==> src/hdl/mbfe_pkg.sv <==
// Shared types, constants and codes for the marker bounded frame extractor.
package mbfe_pkg;

    localparam int RING_DEPTH_DEF = 4096;
    localparam int MARKER_W       = 8;
    localparam int LEN_W          = 12;
    localparam int PADDR_W        = 3;
    localparam int PDATA_W        = 32;
    localparam int MARKER_RUN     = 3;
    localparam int FRAME_EXTRA    = 6;

    localparam logic [MARKER_W-1:0] MARKER_RESET = 8'd57;
    localparam logic [LEN_W-1:0]    LENGTH_RESET = 12'd2820;

    localparam logic REG_MARKER = 1'b0;
    localparam logic REG_LENGTH = 1'b1;

    localparam logic [1:0] ST_STORED  = 2'd0;
    localparam logic [1:0] ST_DROPPED = 2'd1;
    localparam logic [1:0] ST_GIVEN   = 2'd2;
    localparam logic [1:0] ST_NOFRAME = 2'd3;

    typedef struct packed {
        logic [MARKER_W-1:0] marker_value;
        logic [LEN_W-1:0]    payload_length;
    } cfg_t;

endpackage

==> src/hdl/mbfe_cfg.sv <==
// APB register bank holding the marker value and the payload length.
module mbfe_cfg (
    input  logic                          clk,
    input  logic                          rst_n,
    input  logic                          psel,
    input  logic                          penable,
    input  logic                          pwrite,
    input  logic [mbfe_pkg::PADDR_W-1:0]  paddr,
    input  logic [mbfe_pkg::PDATA_W-1:0]  pwdata,
    output logic [mbfe_pkg::PDATA_W-1:0]  prdata,
    output logic                          pready,
    output mbfe_pkg::cfg_t                cfg
);

    logic [mbfe_pkg::MARKER_W-1:0] marker_reg;
    logic [mbfe_pkg::LEN_W-1:0]    length_reg;
    logic                          wr_en;
    logic                          reg_sel;

    assign pready  = 1'b1;
    assign reg_sel = paddr[2];
    assign wr_en   = psel && penable && pwrite && pready;

    always_ff @(posedge clk or negedge rst_n)
    begin
        if (!rst_n)
        begin
            marker_reg <= mbfe_pkg::MARKER_RESET;
            length_reg <= mbfe_pkg::LENGTH_RESET;
        end
        else if (wr_en)
        begin
            case (reg_sel)
                mbfe_pkg::REG_MARKER: marker_reg <= pwdata[mbfe_pkg::MARKER_W-1:0];
                mbfe_pkg::REG_LENGTH: length_reg <= pwdata[mbfe_pkg::LEN_W-1:0];
                default: ;
            endcase
        end
    end

    always_comb
    begin
        case (reg_sel)
            mbfe_pkg::REG_MARKER:
                prdata = {{(mbfe_pkg::PDATA_W-mbfe_pkg::MARKER_W){1'b0}}, marker_reg};
            mbfe_pkg::REG_LENGTH:
                prdata = {{(mbfe_pkg::PDATA_W-mbfe_pkg::LEN_W){1'b0}}, length_reg};
            default:
                prdata = '0;
        endcase
    end

    assign cfg.marker_value   = marker_reg;
    assign cfg.payload_length = length_reg;

endmodule
==> config.mk <==
export PLATFORM = sky130hd
export DESIGN_NAME = mbfe_cfg
export DESIGN_NICKNAME = d
export VERILOG_FILES = /design/src/hdl/mbfe_pkg.sv /design/src/hdl/mbfe_cfg.sv
export SDC_FILE = /design/constraint.sdc
export NUM_CORES = 1
export LEC_CHECK = 0
export BUFFER_PORTS_ARGS = -buffer_cell sky130_fd_sc_hd__buf_2
export CAP_MARGIN = 20
export CORE_MARGIN = 3
export CORE_UTILIZATION = 28
export CTS_CLUSTER_DIAMETER = 120
export DETAILED_ROUTE_END_ITERATION = 10
export SETUP_SLACK_MARGIN = 0.02
export SYNTH_ARGS = -nofsm -noshare
export SYNTH_HDL_FRONTEND = slang
export SYNTH_SLANG_ARGS = --single-unit
==> constraint.sdc <==
create_clock -name clk -period 0.8 [get_ports clk]
set_input_delay 0.12 -clock clk [delete_from_list [all_inputs] [get_ports clk]]
set_output_delay 0.12 -clock clk [all_outputs]
set_load 0.005 [all_outputs]
Word-level counts from Yosys, hierarchy flattened
Cells that the tools add are included.

operators by class
  reductions and logical operators = 4
  mux-type cells = 1
  bitwise logic cells = 1

operators with widths
  operator                             count
  32-bit case mux with 2 select lines  1
  2-bit AND reduction                  2
  1-bit logical AND                    2
  1-bit inverter                       1

word-level totals
  bits in registers = 20
  bits of input ports = 40
  logic and storage cells = 8

Longest topological paths before layout
Gate-level depths: netlist of the first run.

  word-level depth = 3
  mapped depth = 3
  depth with buffers taken out = 2

Worst setup path before layout of the first run
No wires, ideal clock.

  path kind = input port to flip-flop
  start = input port paddr[2] (netlist name)
  end = register marker_reg[1] (netlist name)
  setup slack = -0.056 ns
  cell stages on the path = 2
  data required time = 0.675 ns
  arrival = 0.731 ns
  cell sequence = nand4b_2 -> mux2_2

on the way
  longest elaborated chain between the ends = 2

ends and longest elaborated chain
  element                        RTL line        source
  start, declared                mbfe_cfg.sv:8   input logic [mbfe_pkg::PADDR_W-1:0] paddr,
  1-bit inverter                 n/a
  2-bit AND reduction (no line)  n/a
  end signal, assigned           mbfe_cfg.sv:28  marker_reg <= mbfe_pkg::MARKER_RESET;
  end signal, assigned           mbfe_cfg.sv:34  mbfe_pkg::REG_MARKER: marker_reg <= pwdata[mbfe_pkg::MARKER_W-1:0];
  end, declared                  mbfe_cfg.sv:15  logic [mbfe_pkg::MARKER_W-1:0] marker_reg;

Every way passes these cells.
A chain may end at the register's enable or synchronous reset.

Worst setup path after layout of the first run
  start = register length_reg[6] (netlist name)
  end = output port prdata[6] (netlist name)

on the way
  longest elaborated chain between the ends = 1

ends and longest elaborated chain
  element                              RTL line        source
  start, declared                      mbfe_cfg.sv:16  logic [mbfe_pkg::LEN_W-1:0] length_reg;
  start signal, assigned               mbfe_cfg.sv:29  length_reg <= mbfe_pkg::LENGTH_RESET;
  start signal, assigned               mbfe_cfg.sv:35  mbfe_pkg::REG_LENGTH: length_reg <= pwdata[mbfe_pkg::LEN_W-1:0];
  32-bit case mux with 2 select lines  mbfe_cfg.sv:43  case (reg_sel)
  end, declared                        mbfe_cfg.sv:10  output logic [mbfe_pkg::PDATA_W-1:0] prdata,

Every way passes these cells. The select of a mux whose other input is x is not followed.

==> flow_summary.json, run 1 <==
{
  "die_w_um": 68.6,
  "final.period_utilization": 1.47,
  "cts.htree.levels": 1,
  "worst_skew_pair.late_latency_ps": 250,
  "synth.cells.most_frequent": "21 x sky130_fd_sc_hd__buf_4, 18 x sky130_fd_sc_hd__mux2_2, 12 x sky130_fd_sc_hd__dfrtp_1, 10 x sky130_fd_sc_hd__mux2_4, 8 x sky130_fd_sc_hd__dfstp_2",
  "yosys.area.top_type": "sky130_fd_sc_hd__dfrtp_1",
  "global_route.overflow_total": 0,
  "grt_pass1_vias": 880,
  "synth_top_area_share": 0.274,
  "synthToLayoutAreaGrowth_pct": 66.2,
  "fin_skew_ps": 0,
  "detailedRoute.firstPassIterationCount": 2,
  "clkTransAtPathRegs_ps": 70,
  "setup_tns_ps": -9270,
  "placed_area_um2": 1410,
  "cts_tree": "yes",
  "violations_in_the_final_reports": "setup timing",
  "synth.distinct_cells": 11,
  "ys_seq_elements": 20,
  "final_critical_path_setup_slack_ps": -372,
  "cellPowerDensity_nw_per_um2": 2350,
  "place_congestion": 0.754,
  "gr-usage-all-layers": 0.116,
  "via_count": 794,
  "cts_inserted_buffers": 3,
  "grt_pass1_wl_um": 4120,
  "synthCells": 79,
  "synth-seq-area-share": 0.465,
  "floorplan.rows": 22,
  "largest_reg_flops": 12,
  "detailed_place_hpwl_um": 1870,
  "post_synth_instance_area_um2": 1100,
  "start_kind": "flip-flop",
  "fin_crit_ps": 1170,
  "unrepaired_setup_endpoints_after_global_routing": "yes",
  "total_leakage_power_nw": 0.973,
  "maximum_number_of_pins_on_one_net_before_global_route_repair": 21,
  "synth-edff-count": 0,
  "critical_path.max_fanout": 3,
  "irDropWorstVdd_uv": 1380,
  "vias_per_cell": 3.99,
  "synth_top_flop_cell": "sky130_fd_sc_hd__dfrtp_1",
  "starting_density": 0.295,
  "worst-endpoint-arrival_ps": 1050,
  "criticalPathCategory": "reg -> out",
  "synthTopCellsByArea": "sky130_fd_sc_hd__dfrtp_1 27%, sky130_fd_sc_hd__dfstp_2 19%, sky130_fd_sc_hd__mux2_2 18%",
  "drive_gt1_frac": 0.748,
  "timing.critical_path.required_ps": 680,
  "ys_async_sr_fraction": 1.00,
  "post-synth-top-count-cell": "sky130_fd_sc_hd__buf_4",
  "run_status": "complete, but fails checks",
  "cap_violations": 0,
  "n_antenna_cell": 0,
  "cts_root_buffer": "sky130_fd_sc_hd__clkbuf_8",
  "core_region_area_um2": 3720,
  "setup_viol": 43,
  "fin_area_um2": 1820,
  "nFillCells": 364,
  "clock_sink_count": 20,
  "route.antenna.remaining_nets": 0,
  "avgRoutedWirePerCell_um": 12.9,
  "post_synth.cell_area_avg_um2": 13.9,
  "drt_drc_violations_left": 0,
  "boundaryPins": 93,
  "die_boundary_height_um": 68.6,
  "dieArea_um2": 4710,
  "slew_viol_final": 0,
  "critPathCaptureType": "output port",
  "routed_wl_um": 2560,
  "initialDrtViolationCount": 11,
  "io_buffer_count": 49,
  "cts_max_path_buffers": 2,
  "fmax_mhz": 853,
  "antenna_found_initial": 0,
  "synth_warnings": 0,
  "hold_path.class": "in -> reg",
  "hold_violations": 0,
  "final_nets": 192
}
[routing by layer]
layer	up-vias	global-route usage	wire (um)
met4	0	0.0298	27
met5	-	0	0
met1	394	0.124	892
met3	2	0.0276	120
li1	369	-	-
met2	29	0.225	1520
[worst max-delay path, stage by stage (launching register included)]
cell	delay (ps)
sky130_fd_sc_hd__dfrtp_1	410
sky130_fd_sc_hd__mux2_4	270
sky130_fd_sc_hd__buf_6	120
[stage by stage]
step                      power (mW)  hold WS [ps]  cells   util  worst slack (ps)
after floorplan                 2.05          -176     98      -              2.29
after global placement          2.51          81.1    180  0.379              -201
after detailed placement        2.55          98.0    180  0.379              -211
after CTS                       4.24          87.4    198  0.480              -379
after global routing            4.55          89.0    199  0.491              -413
final                           4.28          95.6    199  0.491              -372
[cell families (layout without fill, tap and decap cells)]
| logic type | after synthesis | in the layout | synth area share |
|---|---|---|---|
| buf+inv | 23 | 76 | 0.158 |
| flops | 20 | 20 | 0.465 |
| mux | 28 | 28 | 0.322 |
| other cells | 2 | 21 | 0.00684 |
| simple gates | 6 | 6 | 0.0479 |
[power breakdown]
group	switching (mW)	leakage (nW)	internal, mW
sequential	0.166	0.228	1.30
combinational	0.523	0.710	1.31
clock	0.316	0.0357	0.667
[what timing repair did]
action | 4_1_cts | 5_1_grt
hold buffers | 1 | 0
resized for setup | 40 | 14
setup buffers | 13 | 7
pin swaps | 4 | 0
gates cloned | 0 | 0
setup endpoints to repair | 34 | 45
endpoints found under the hold margin | 12 | 0
[worst paths after layout]
| kind | startpoint | end | slack [ps] | cells past startpoint |
|---|---|---|---|---|
| worst max register to register | length_reg[5]$_DFFE_PN0P_ | length_reg[5]$_DFFE_PN0P_ | -170 | 3 |
| worst min register to register | marker_reg[6]$_DFFE_PN0P_ | marker_reg[6]$_DFFE_PN0P_ | 560 | 1 |
| max in group asynchronous | rst_n | marker_reg[0]$_DFFE_PN1P_ | 110 | 2 |
| min in group asynchronous | rst_n | marker_reg[2]$_DFFE_PN0P_ | 350 | 2 |
| worst min-delay path | pwdata[8] | length_reg[8]$_DFFE_PN1P_ | 100 | 2 |
| worst max-delay path | length_reg[6]$_DFFE_PN0P_ | prdata[6] | -370 | 2 |
[area by class of cell]
| class | count | area, um^2 | share of cell area |
|---|---|---|---|
| clock buffer | 3 | 41.3 | 0.0226 |
| tap | 48 | 60.1 | 0.0329 |
| sequential | 20 | 510 | 0.280 |
| multi-input combinational | 55 | 551 | 0.302 |
| clock inverter | 1 | 30.0 | 0.0165 |
| timing repair buffer | 72 | 632 | 0.346 |
[cell usage in the layout, fill, tap and decap left out]
| master | Yosys | final |
|---|---|---|
| sky130_fd_sc_hd__buf_6 | 1 | 39 |
| sky130_fd_sc_hd__buf_2 | 1 | 28 |
| sky130_fd_sc_hd__mux2_4 | 10 | 23 |
| sky130_fd_sc_hd__conb_1 | 2 | 21 |
| sky130_fd_sc_hd__dfrtp_1 | 12 | 12 |
| sky130_fd_sc_hd__dfstp_2 | 8 | 8 |
| sky130_fd_sc_hd__mux2_2 | 18 | 5 |
| sky130_fd_sc_hd__and2_1 | 4 | 4 |
| sky130_fd_sc_hd__clkbuf_8 | 0 | 3 |
| sky130_fd_sc_hd__buf_4 | 21 | 3 |
| sky130_fd_sc_hd__nand4b_4 | 0 | 1 |
| sky130_fd_sc_hd__nand4_4 | 0 | 1 |
| sky130_fd_sc_hd__bufinv_16 | 0 | 1 |
| sky130_fd_sc_hd__dlygate4sd3_1 | 0 | 1 |
| sky130_fd_sc_hd__buf_12 | 0 | 1 |
No activity file was read; power rests on OpenSTA's default activity.
==> run 2, diff against run 1 <==
--- a/config.mk
+++ b/config.mk
@@ -5,12 +5,12 @@
 export SDC_FILE = /design/constraint.sdc
 export NUM_CORES = 1
 export LEC_CHECK = 0
-export BUFFER_PORTS_ARGS = -buffer_cell sky130_fd_sc_hd__buf_2
 export CAP_MARGIN = 20
 export CORE_MARGIN = 3
 export CORE_UTILIZATION = 28
 export CTS_CLUSTER_DIAMETER = 120
 export DETAILED_ROUTE_END_ITERATION = 10
+export DONT_BUFFER_PORTS = 1
 export SETUP_SLACK_MARGIN = 0.02
 export SYNTH_ARGS = -nofsm -noshare
 export SYNTH_HDL_FRONTEND = slang
==> run 2 against run 1 <==
The flow finishes with violations (hold timing, setup timing). Cell count shrank 15%. Die area is the same. Total power shrank 14%. Critical path type unchanged.
==> flow_summary.json, run 2 (synthesis gave the netlist of run 1 again) <==
{
  "place_congestion": 0.704,
  "final_critical_path_setup_slack_ps": -280,
  "grt.met3_usage": 0.0389,
  "setup_tns_ps": -7610,
  "r2r-start": "length_reg[3]$_DFFE_PN0P_",
  "n_antenna_cell": 0,
  "criticalPathCategory": "reg -> out",
  "cap_violations": 0,
  "cts_tree": "yes",
  "path_buf_inv": 0,
  "maximum_number_of_pins_on_one_net_before_global_route_repair": 21,
  "initialDrtViolationCount": 21,
  "timing.slew.headroom": 0.408,
  "io_buffer_count": 0,
  "drt_drc_violations_left": 0,
  "floorplan.rows": 22,
  "route.antenna.remaining_nets": 0,
  "worst_path_largest_cell_delay_ps": 410,
  "critical_path.max_fanout": 3,
  "via_count": 685,
  "hold_violations": 12,
  "critPathTopFamily": "flip-flops",
  "final_nets": 162,
  "unrepaired_setup_endpoints_after_global_routing": "yes",
  "avgRoutedWirePerCell_um": 14.9,
  "critPathCaptureType": "output port",
  "irDropWorstVdd_uv": 1140,
  "nFillCells": 360,
  "cts_root_buffer": "sky130_fd_sc_hd__clkbuf_8",
  "fin_crit_ps": 1080,
  "cts_inserted_buffers": 3,
  "routed_wl_um": 2520,
  "crit_cells": 1,
  "dieArea_um2": 4710,
  "start_kind": "flip-flop",
  "starting_density": 0.295,
  "final_common_cell": "sky130_fd_sc_hd__buf_6",
  "met1_usage": 0.112,
  "total_leakage_power_nw": 0.824,
  "cts_max_path_buffers": 2,
  "core_region_area_um2": 3720,
  "slew_viol_final": 0,
  "transition_at_the_pin_with_the_smallest_max_transition_slack_ps": 887,
  "cts.htree.levels": 1,
  "largest_reg_flops": 12,
  "post_layout_total_power_mw": 3.67,
  "gr-usage-all-layers": 0.107,
  "detailed_place_hpwl_um": 1710,
  "synthToLayoutAreaGrowth_pct": 47.8,
  "cpMaxStageDelayCell": "sky130_fd_sc_hd__dfrtp_1",
  "worst-endpoint-arrival_ps": 960,
  "run_status": "complete, but fails checks",
  "hold_path.class": "in -> async",
  "worst-r2r-cell-count": 2,
  "most_frequent_cells_in_the_layout": "24 x sky130_fd_sc_hd__buf_6, 21 x sky130_fd_sc_hd__mux2_4, 21 x sky130_fd_sc_hd__conb_1",
  "vias_per_cell": 4.05,
  "drive_gt1_frac": 0.653,
  "die_w_um": 68.6,
  "finalHoldWorstSlack_ps": -25.9,
  "boundaryPins": 93,
  "detailedRoute.firstPassIterationCount": 2,
  "grt_pass1_vias": 677,
  "worst_skew_pair.late_latency_ps": 260,
  "violations_in_the_final_reports": "hold timing, setup timing",
  "final.period_utilization": 1.35,
  "grt.busiest_layer": "met2",
  "fin_skew_ps": 0,
  "setup.reg_to_reg.worst_slack_ps": -100,
  "cellPowerDensity_nw_per_um2": 2270,
  "crit_chain": "mux2_4",
  "reg2reg_to": "length_reg[3]$_DFFE_PN0P_",
  "setup_viol": 41,
  "clock_sink_count": 20,
  "antenna_found_initial": 0,
  "timing.critical_path.required_ps": 680,
  "die_boundary_height_um": 68.6,
  "global_route.overflow_total": 0,
  "groute.layer.met2.usage": 0.193,
  "clkTransAtPathRegs_ps": 80,
  "fmax_mhz": 926,
  "grt_pass1_wl_um": 3650
}
==> run 2: changes by cell type in the layout (fill, tap and decap cells not counted) <==
| cell | before | now |
|---|---|---|
| sky130_fd_sc_hd__buf_2 | 28 | 0 |
| sky130_fd_sc_hd__buf_6 | 39 | 24 |
| sky130_fd_sc_hd__dlygate4sd3_1 | 1 | 8 |
| sky130_fd_sc_hd__buf_4 | 3 | 8 |
| sky130_fd_sc_hd__and2_1 | 4 | 0 |
| sky130_fd_sc_hd__and2_4 | 0 | 4 |
| sky130_fd_sc_hd__mux2_2 | 5 | 7 |
| sky130_fd_sc_hd__mux2_4 | 23 | 21 |
| sky130_fd_sc_hd__bufinv_16 | 1 | 0 |
| sky130_fd_sc_hd__clkbuf_8 | 3 | 4 |
| sky130_fd_sc_hd__dlymetal6s2s_1 | 0 | 1 |
==> run 2: how the worst max path moves through the flow <==
stage / to / from
2_1_floorplan: length_reg[10]$_DFFE_PN0P_ / pwrite
3_3_place_gp: marker_reg[2]$_DFFE_PN0P_ / paddr[2]
3_5_place_dp: marker_reg[7]$_DFFE_PN0P_ / paddr[2]
4_1_cts: prdata[2] / length_reg[2]$_DFFE_PN1P_
5_1_grt: prdata[8] / length_reg[8]$_DFFE_PN1P_
6_report: prdata[2] / marker_reg[2]$_DFFE_PN0P_
==> run 2: repair_timing <==
action | 4_1_cts | 5_1_grt
pin swaps | 4 | 1
buffers inserted | 6 | 6
endpoints found under the setup margin | 34 | 64
hold buffers | 2 | 7
gates resized for setup | 25 | 11
endpoints found under the hold margin | 23 | 14
==> run 2: power by group <==
group	internal [mW]	leakage (nW)	switching (mW)	total (mW)
Clock	0.437	0.0288	0.326	0.764
Sequential	1.30	0.228	0.197	1.50
Combinational	1.03	0.568	0.378	1.41
==> run 2: stage by stage <==
stage | util | instances | area (um^2) | setup WS, ps | hold slack, ps
global placement | 0.339 | 144 | 1260 | -53.1 | -175
detailed placement | 0.339 | 144 | 1260 | -67.7 | -175
CTS | 0.396 | 156 | 1470 | -282 | -1.50
global route | 0.436 | 169 | 1620 | -324 | -4.51
finish | 0.436 | 169 | 1620 | -280 | -25.9
floorplan | - | 98 | 1200 | 2.29 | -176
==> run 2: metal layers <==
layer | share of wire | up-vias
met5 | 0 | -
met1 | 0.36 | 342
met3 | 0.071 | 2
li1 | - | 310
met4 | 0.012 | 0
met2 | 0.56 | 31
==> run 2: area by class of cell <==
class	instances	area, um^2	area share
sequential	20	510	0.315
multi-input combinational	55	553	0.341
clock buffer	4	55.1	0.0340
tap	48	60.1	0.0370
timing repair buffer	42	443	0.273
==> run 3, diff against run 2 <==
--- a/config.mk
+++ b/config.mk
@@ -5,6 +5,7 @@
 export SDC_FILE = /design/constraint.sdc
 export NUM_CORES = 1
 export LEC_CHECK = 0
+export ABC_AREA = 1
 export CAP_MARGIN = 20
 export CORE_MARGIN = 3
 export CORE_UTILIZATION = 28
==> run 3 against run 2 <==
The flow still finishes with violations (hold timing, setup timing). Clock-buffer cell count unchanged. Routed wire length increased by 8.9%. Synthesized cell count increased by 87%. Flip-flop and latch count unchanged. Critical path type unchanged.
==> flow_summary.json, run 3 <==
{
  "detailed_place_hpwl_um": 1920,
  "vias_per_cell": 4.26,
  "floorplan.rows": 22,
  "seq_area_um2": 510,
  "fin_crit_ps": 1050,
  "synthCells": 148,
  "fin_area_um2": 1370,
  "core_region_area_um2": 3770,
  "setup_tns_ps": -3940,
  "io_buffer_count": 0,
  "path_buf_inv": 0,
  "irDropWorstVdd_uv": 643,
  "route.antenna.remaining_nets": 0,
  "timing.critical_path.required_ps": 680,
  "critPathCaptureType": "output port",
  "placed_area_um2": 1130,
  "final_common_cell": "sky130_fd_sc_hd__nand2_1",
  "ys_seq_elements": 20,
  "via_count": 911,
  "final_critical_path_setup_slack_ps": -250,
  "global_route.overflow_total": 0,
  "synth-edff-count": 0,
  "n_antenna_cell": 0,
  "crit_path_frequent_cell": "sky130_fd_sc_hd__nand2_1",
  "synthTopCellsByArea": "sky130_fd_sc_hd__dfrtp_1 27%, sky130_fd_sc_hd__nand2_1 23%, sky130_fd_sc_hd__dfstp_2 19%",
  "r2r-start": "marker_reg[5]$_DFFE_PN1P_",
  "hold_path.class": "in -> async",
  "violations_in_the_final_reports": "hold timing, setup timing",
  "placed_cells": 196,
  "multi_input_area_um2": 480,
  "synth.cells.most_frequent": "69 x sky130_fd_sc_hd__nand2_1, 24 x sky130_fd_sc_hd__buf_4, 20 x sky130_fd_sc_hd__nand3_1, 12 x sky130_fd_sc_hd__dfrtp_1, 8 x sky130_fd_sc_hd__dfstp_2",
  "grt_pass1_wl_um": 4410,
  "share_comb_of_total_power": 0.200,
  "slew_viol_final": 0,
  "final-instance-count-excl-fill": 214,
  "cts_root_buffer": "sky130_fd_sc_hd__clkbuf_8",
  "final_nets": 207,
  "cellPowerDensity_nw_per_um2": 2030,
  "routed_wl_um": 2740,
  "fin_skew_ps": 0,
  "switching_power_mw": 0.807,
  "share_clk_of_total_power": 0.274,
  "die_w_um": 69.3,
  "detailedRoute.firstPassIterationCount": 4,
  "die_boundary_height_um": 69.3,
  "setup_viol": 20,
  "total_leakage_power_nw": 0.753,
  "criticalPathCategory": "reg -> out",
  "worst_path_largest_cell_delay_ps": 550,
  "synth-seq-area-share": 0.455,
  "yosys.area.top_type": "sky130_fd_sc_hd__dfrtp_1",
  "antenna_found_initial": 0,
  "grt_pass1_vias": 859,
  "cts_tree": "yes",
  "run_status": "complete, but fails checks",
  "clock_sink_count": 20,
  "cellInternalPower_mw": 1.96,
  "cts_inserted_buffers": 3,
  "synth_top_flop_cell": "sky130_fd_sc_hd__dfrtp_1",
  "largest_reg_flops": 12,
  "drt_drc_violations_left": 0,
  "worst-r2r-cell-count": 2,
  "post_synth_instance_area_um2": 1120,
  "cpMaxStageDelayCell": "sky130_fd_sc_hd__dfstp_2",
  "critPathLaunch": "marker_reg[0]$_DFFE_PN1P_",
  "gr-usage-all-layers": 0.115,
  "power_frac_seq": 0.526,
  "cap_violations": 0,
  "crit_chain": "nand2_1 > nand2_1",
  "worst_skew_pair.late_latency_ps": 250,
  "place_congestion": 0.699,
  "cts.htree.levels": 1,
  "synthToLayoutAreaGrowth_pct": 21.6,
  "maximum_number_of_pins_on_one_net_before_global_route_repair": 24,
  "post_layout_total_power_mw": 2.77,
  "synth_warnings": 0,
  "timing.slew.headroom": 0.408,
  "dieArea_um2": 4800,
  "critPathTopFamily": "flip-flops",
  "finalHoldWorstSlack_ps": -23.3,
  "nFillCells": 408,
  "initialDrtViolationCount": 32,
  "ys_async_sr_fraction": 1.00,
  "avgRoutedWirePerCell_um": 12.8,
  "setup.reg_to_reg.worst_slack_ps": 70,
  "unrepaired_setup_endpoints_after_global_routing": "yes",
  "starting_density": 0.298,
  "cts_max_path_buffers": 2,
  "clkTransAtPathRegs_ps": 70,
  "most_frequent_cells_in_the_layout": "61 x sky130_fd_sc_hd__nand2_1, 21 x sky130_fd_sc_hd__conb_1, 20 x sky130_fd_sc_hd__nand3_1",
  "post_synth.cell_area_avg_um2": 7.58,
  "final.period_utilization": 1.31,
  "power_switching_share": 0.292,
  "boundaryPins": 93,
  "postCtsSetupBuffers": 0,
  "drive_gt1_frac": 0.199,
  "reg2reg_to": "marker_reg[5]$_DFFE_PN1P_",
  "start_kind": "flip-flop",
  "fmax_mhz": 952,
  "post-synth-top-count-cell": "sky130_fd_sc_hd__nand2_1",
  "synth.distinct_cells": 12,
  "worst-endpoint-arrival_ps": 930,
  "synth_top_area_share": 0.268,
  "hold_violations": 12,
  "transition_at_the_pin_with_the_smallest_max_transition_slack_ps": 886,
  "critical_path.max_fanout": 3
}
## run 3: worst max path at each step
| stage | to | slack [ps] | cells past startpoint |
|---|---|---|---|
| finish | prdata[0] | -250 | 2 |
| global route | prdata[4] | -300 | 2 |
| CTS | prdata[4] | -280 | 2 |
| detailed placement | prdata[5] | 2 | 2 |
| global placement | prdata[4] | 3 | 2 |
| floorplan | prdata[2] | 40 | 2 |
## run 3: cell families after synthesis
| logic type | Yosys count | synth area share |
|---|---|---|
| AND/OR/NAND/NOR | 92 | 0.340 |
| buffers and inverters | 34 | 0.198 |
| flip-flops | 20 | 0.455 |
| other | 2 | 0.00669 |
## run 3: layer usage
| metal | routed length [um] | track usage |
|---|---|---|
| met2 | 1340 | 0.192 |
| met4 | 13 | 0.0260 |
| met5 | 0 | 0 |
| met1 | 1210 | 0.148 |
| met3 | 176 | 0.0319 |
## run 3: area by class of cell
type / count / area share
Tap cell: 48 / 0.0440
Timing Repair Buffer: 23 / 0.173
Clock buffer: 4 / 0.0403
Inverter: 6 / 0.0165
Multi-Input combinational cell: 113 / 0.352
Sequential cell: 20 / 0.374
## run 3: what timing repair did
item | in CTS | in global routing
hold buffers | 14 | 0
gates resized for setup | 5 | 10
setup endpoints to repair | 32 | 57
endpoints found under the hold margin | 36 | 0
pin swaps | 14 | 4
## run 3: power by group through the flow
stage | Sequential [mW] | Combinational, mW | Clock (mW)
3_5_place_dp | 1.47 | 0.445 | 0
2_1_floorplan | 1.42 | 0.397 | 0
5_1_grt | 1.49 | 0.648 | 0.835
4_1_cts | 1.46 | 0.547 | 0.799
3_3_place_gp | 1.47 | 0.438 | 0
6_report | 1.46 | 0.554 | 0.757
## run 3: worst reg2reg max path, delay by kind of cell, from the launching register on
kind	cells	cell delay, ps
and+or+nand+nor	2	120
DFF	1	560
## run 3: stage by stage
step | setup slack (ps) | utilization
5_1_grt | -302 | 0.362
3_3_place_gp | 2.95 | 0.301
4_1_cts | -277 | 0.356
3_5_place_dp | 2.40 | 0.301
6_report | -250 | 0.362
2_1_floorplan | 37.1 | -
